--- src/design/bwu_pkg.sv ---
// Package for the breakpoint/watchpoint unit: command codes, defaults, queue entry type.
// Depends on nothing.
package bwu_pkg;
    localparam int BREAK_SLOTS_DEF = 16;
    localparam int WATCH_SLOTS_DEF = 16;

    localparam logic [3:0] CMD_ADD_BRK  = 4'd0;
    localparam logic [3:0] CMD_REM_BRK  = 4'd1;
    localparam logic [3:0] CMD_ADD_RD   = 4'd2;
    localparam logic [3:0] CMD_REM_RD   = 4'd3;
    localparam logic [3:0] CMD_ADD_WR   = 4'd4;
    localparam logic [3:0] CMD_REM_WR   = 4'd5;
    localparam logic [3:0] CMD_CHK_EXEC = 4'd6;
    localparam logic [3:0] CMD_CHK_RD   = 4'd7;
    localparam logic [3:0] CMD_CHK_WR   = 4'd8;
    localparam logic [3:0] CMD_RESUME   = 4'd9;

    // Classified transaction as held in the queue
    typedef struct packed {
        logic [1:0]  tbl;      // 0 break, 1 read, 2 write
        logic        is_add;
        logic        is_rem;
        logic        is_chk;
        logic        is_resume;
        logic [31:0] addr;
        logic [31:0] end_addr;
    } op_t;
endpackage

--- src/design/bwu_front.sv ---
// Front end: accepts a command transaction, decodes it and precomputes the access end.
// Depends on bwu_pkg.
module bwu_front
(
    input  logic          clk,
    input  logic          rst_n,
    input  logic          in_valid,
    output logic          in_ready,
    input  logic [3:0]    command,
    input  logic [31:0]   address,
    input  logic [2:0]    access_size,
    output logic          q_valid,
    input  logic          q_ready,
    output bwu_pkg::op_t  q_op
);
    bwu_pkg::op_t op_next;
    bwu_pkg::op_t slot_reg [2];
    logic [1:0]   cnt_reg;
    logic         wp_reg, rp_reg;
    logic         push, pop;

    // Decode
    always_comb
    begin
        op_next          = '0;
        op_next.addr     = address;
        op_next.end_addr = address + {29'd0, access_size};
        case (command)
            bwu_pkg::CMD_ADD_BRK:  op_next.is_add = 1'b1;
            bwu_pkg::CMD_REM_BRK:  op_next.is_rem = 1'b1;
            bwu_pkg::CMD_ADD_RD:   begin op_next.is_add = 1'b1; op_next.tbl = 2'd1; end
            bwu_pkg::CMD_REM_RD:   begin op_next.is_rem = 1'b1; op_next.tbl = 2'd1; end
            bwu_pkg::CMD_ADD_WR:   begin op_next.is_add = 1'b1; op_next.tbl = 2'd2; end
            bwu_pkg::CMD_REM_WR:   begin op_next.is_rem = 1'b1; op_next.tbl = 2'd2; end
            bwu_pkg::CMD_CHK_EXEC: op_next.is_chk = 1'b1;
            bwu_pkg::CMD_CHK_RD:   begin op_next.is_chk = 1'b1; op_next.tbl = 2'd1; end
            bwu_pkg::CMD_CHK_WR:   begin op_next.is_chk = 1'b1; op_next.tbl = 2'd2; end
            bwu_pkg::CMD_RESUME:   op_next.is_resume = 1'b1;
            default:               op_next.tbl = 2'd3;
        endcase
    end

    // Two-entry queue
    assign in_ready = (cnt_reg != 2'd2);
    assign push     = in_valid && in_ready;
    assign q_valid  = (cnt_reg != 2'd0);
    assign pop      = q_valid && q_ready;
    assign q_op     = slot_reg[rp_reg];

    always_ff @(posedge clk)
    begin
        if (push)
        begin
            slot_reg[wp_reg] <= op_next;
        end
    end

    always_ff @(posedge clk or negedge rst_n)
    begin
        if (!rst_n)
        begin
            cnt_reg <= '0;
            wp_reg  <= 1'b0;
            rp_reg  <= 1'b0;
        end
        else
        begin
            if (push) wp_reg <= ~wp_reg;
            if (pop)  rp_reg <= ~rp_reg;
            cnt_reg <= cnt_reg + {1'b0, push} - {1'b0, pop};
        end
    end
endmodule

--- config.mk ---
export PLATFORM = sky130hd
export DESIGN_NAME = bwu_front
export DESIGN_NICKNAME = d
export VERILOG_FILES = /design/src/design/bwu_pkg.sv /design/src/design/bwu_front.sv
export SDC_FILE = /design/constraint.sdc
export NUM_CORES = 1
export LEC_CHECK = 0
export BUFFER_PORTS_ARGS = -buffer_cell sky130_fd_sc_hd__buf_2
export CORE_MARGIN = 5
export CORE_UTILIZATION = 59
export CTS_BUF_LIST = sky130_fd_sc_hd__clkbuf_16
export CTS_CLUSTER_SIZE = 16
export DETAILED_ROUTE_END_ITERATION = 12
export PLACE_DENSITY = 0.84
export SLEW_MARGIN = 0
export SYNTH_ARGS = -nofsm -noshare
export SYNTH_HDL_FRONTEND = slang
export SYNTH_SLANG_ARGS = --single-unit
--- constraint.sdc ---
create_clock -name clk -period 10.46 [get_ports clk]
set_input_delay 2.092 -clock clk [delete_from_list [all_inputs] [get_ports clk]]
set_output_delay 2.092 -clock clk [all_outputs]
set_load 0.02 [all_outputs]
== Word level (Yosys, flattened, before mapping) ==
Memories as Yosys holds them, arrays and structs flattened.
Index checks and enable logic that the tools add are counted.
Storage, ports and cells
  RAM bits: 140
  input port bits: 43
  bits in registers: 4
  memories kept: 1
Operators by class
  equality and inequality tests: 10
  $add $sub $neg: 3
  mux-type cells: 7
  bitwise operators: 2
  reduce and logical (&&, ||, !) cells: 10
Memories
  slot_reg: depth 2, bits a word 70, rd ports 1, clocked after Yosys merged registers in 0, write ports 1, RTL line bwu_front.sv:17  | bwu_pkg::op_t slot_reg [2];
Operators with widths (number)
  $add 32x3->32: 1
  $eq 4x3->1 const B: 4
  $reduce_or 3->1: 5
  $eq 4x2->1 const B: 2
  $eq 4x4->1 const B: 2
  $mux 1: 6
  $pmux 2 s3: 1
  $eq 4x1->1 const B: 1
  $logic_not 4->1: 1
  $reduce_or 4->1: 1
  $add 2x1->2: 1
  $logic_and 1x1->1: 2
  $ne 2x2->1 const B: 1
  $not 1->1: 2
  $reduce_bool 2->1: 1
  $sub 2x1->2: 1

== Logic depth before layout (Yosys ltp) ==
  depth in word-level cells: 4
  gate-level depth with buffers: 7

== Least setup slack after synthesis ==
Ideal clock, no wire load.
  path kind: input -> register
  start point: in in_valid
  end point: mem slot_reg[0][0] (netlist name), enable pin
  buffers on the path: 0
  slack: 4845 ps
  data required time: 9961 ps
  stages on the path: 2
  library setup time: 499 ps
  arrival: 5117 ps
  cells stage by stage: nand2_1 nor2_1
On the way
  longest elaborated chain between the ends: 3
Ends and longest elaborated chain
  start: declaration: RTL line bwu_front.sv:7  | input logic in_valid,
  $logic_and 1x1->1: RTL line bwu_front.sv:45  | assign push = in_valid && in_ready;
  $mux 1: RTL line bwu_front.sv:52  | if (push)
  $mux 1 (implied by the code): RTL line bwu_front.sv:54  | slot_reg[wp_reg] <= op_next;
  end: declaration: RTL line bwu_front.sv:17
No other way between the ends.

==> impl_results.md <==
- Via-per-instance ratio: 5.50
- R2R depth: 4
- Fmax: 224 MHz
- Multi-input gate area: 0.00159 mm²
- Net Count, Synth: 394
- VDD IR max: 0.151 mV
- # setup viols final: 0
- 1st-pass router iterations: 4
- Area leader, netlist: edfxtp_1
- Max Cap Viol: 0
- Global route total overflow: 0
- Global-route wire length before repair: 17900 µm
- Routed len/inst: 18.4 µm
- Max Slew Vio Count: 0
- Post-detail-place hpwl: 7290 µm
- Vias in the first global route: 3593
- IO Pins: 115
- Min Tclk post-route: 4.47 ns
- FF-to-FF End: slot_reg[0][59]
- CP Max Fanout: 47
- Initial cell density of the core: 60.9%
- Post-synth ARST share: 2.78%
- Register area: 0.00431 mm²
- WHS: 0.542 ns
- Post-synth cell types: 28
- Netlist Area Pre-Place: 0.00598 mm²
- # clock sinks: 144
- Syn Inst Count: 345
- P&R area growth vs syn: 20.8%
- Critical Path End: q_op[4]
- Actual slew at the worst max-slew pin: 0.999 ns
- Final period utilization: 42.7%
- Worst Skew: 0.00579 ns
- RSZ-0062 raised after global routing: no
- CP Data Arrival Time: 2.38 ns
- Post-Place Worst Slack: 6.25 ns
- Worst r2r src: cnt_reg[1]
- Die X: 111 µm
- CP Launch Type: flop
- DIE HEIGHT: 111 µm
- Buffers on Ports: 114
- Crit Path Class: reg2out
- Synth top area share: 70.3%
- Synth Register Bits: 144
- DRT iter0 DRCs: 196
- Final Hold Viols: 0
- Worst Hold Class: reg2reg
- Placer congestion estimate: 0.736
- Largest register FFs: 140
- Row Count: 36
- Setup TNS: 0 ns
- CTS clk-pin slew, worst paths: 0.06 ns
- Largest net degree at the start of global routing: 71
- Status: finished, final reports clean
- Clock buffer count from CTS: 17
- Root Buffer: clkbuf_16
- Initial antenna violation count: 0
- Die area: 0.0122 mm²
- PwrDens: 281 mW/mm²
- # H-tree levels: 4
- Core area: 0.00982 mm²
- DRC Markers: 0
- Fillers: 631
- Commonest register cell after synthesis: edfxtp_1
- Worst hold stages: 1
- Yosys warns: 0
- Post-CTS sizing: 0
- Synth top cells by count: 140 x edfxtp_1, 70 x mux2_2, 29 x xnor2_1
- Most common cell in the synthesized netlist: edfxtp_1
- Routed vias: 3385
- Antenna cell count: 0
- Post-Route WL: 11300 µm
- Slew margin rel.: 33.1%
- Hold_buf cts: 0
- Clk buf depth: 2
- Setup slack after layout: 5.99 ns
- CTS tree: done
- Lkg Pwr: 2.65 nW
- Clock latency at the later pin of the worst-skew pair: 0.41 ns
- Routed Antenna Nets: 0
- NumNets Final: 518
- Setup crit start: rp_reg
- Syn Area/Cell: 17.3 µm²
- Data required, critical path: 8.37 ns
- Post-synthesis sequential area ratio: 72.0%
- Reg2reg setup slack: 8.42 ns
- Critical Path End Type: primary output
- Layout cells sized above 1: 46.3%
- Synth top area cells: edfxtp_1 70%, mux2_2 13%, xnor2_1 4.2%
- Post-CTS setup buffers: 0
- GRT Overall Usage: 19.0%
- Number of flops mapped to enable cells by yosys: 140
## worst min-delay path by stage
stage / startpoint / endpoint / slack, ns
after CTS: cnt_reg[0] / cnt_reg[0] / 0.55
after global routing: cnt_reg[0] / cnt_reg[0] / 0.58
after detailed placement: cnt_reg[0] / cnt_reg[0] / 0.54
final: cnt_reg[0] / cnt_reg[0] / 0.54
after global placement: cnt_reg[0] / cnt_reg[0] / 0.49
after floorplan: wp_reg / wp_reg / 0.46
## layout by cell type (no fill, tap or decap), types with 3 or more instances in the layout
| master | n |
|---|---|
| edfxtp_1 | 140 |
| clkbuf_16 | 17 |
| dfrtp_1 | 3 |
| nand2_1 | 12 |
| buf_4 | 4 |
| nand3_1 | 10 |
| inv_1 | 5 |
| and2_1 | 5 |
| xnor2_1 | 29 |
| and4_1 | 3 |
| ha_1 | 5 |
| nand4_1 | 15 |
| xor2_1 | 5 |
| buf_2 | 114 |
| nor2_1 | 4 |
| clkinv_2 | 4 |
| clkinvlp_4 | 5 |
| and3_1 | 7 |
| a21oi_1 | 4 |
| mux2_2 | 70 |
## power by group
group,leakage (nW),switching (mW),internal [mW],total [mW]
clock network,0.260,0.225,0.324,0.550
logic,1.04,0.389,0.246,0.635
registers,1.35,0.0497,0.794,0.844
total,2.65,0.664,1.36,2.03
## stage by stage
step	util [%]	power [mW]	cell area (µm²)	std cells
floorplan	-	1.30	5980	345
global placement	68.0	1.48	6680	583
detailed placement	68.0	1.50	6680	583
CTS	73.6	2.05	7220	615
global route	73.6	2.12	7220	615
finish	73.6	2.03	7220	615
## final cells by class
cell class,instances,share of cell area [%]
Clock buffer,17,5.89
Timing Repair Buffer,118,8.31
Clock inverter,15,1.68
Sequential cell,144,59.6
Inverter,4,0.208
Multi-Input combinational cell,184,22.0
Tap cell,133,2.30
## critical path, cell delays in order, from the launching register on
cell and delay (ns):
dfrtp_2 0.72, buf_4 0.63, mux2_2 0.43, buf_2 0.16
## routing by layer
layer | global-route usage (%) | share of wire (%) | vias to the layer above | wire [µm]
met4 | 7.22 | 1.7 | 0 | 194
met5 | 0 | 0 | - | 0
met2 | 31.8 | 51 | 137 | 5840
met3 | 7.31 | 6.6 | 16 | 744
li1 | - | - | 1575 | -
met1 | 22.1 | 40 | 1657 | 4570
## kinds of logic after synthesis
group | after synthesis | synth area share, %
muxes | 70 | 13.2
adders and majority gates | 6 | 1.38
DFF | 144 | 72.0
and+or+nand+nor | 67 | 6.26
xor gates and xnor gates | 34 | 4.98
AOI/OAI and AO/OA | 7 | 0.649
buffers and inverters | 17 | 1.57
No activity file was read; power rests on OpenSTA's default activity.
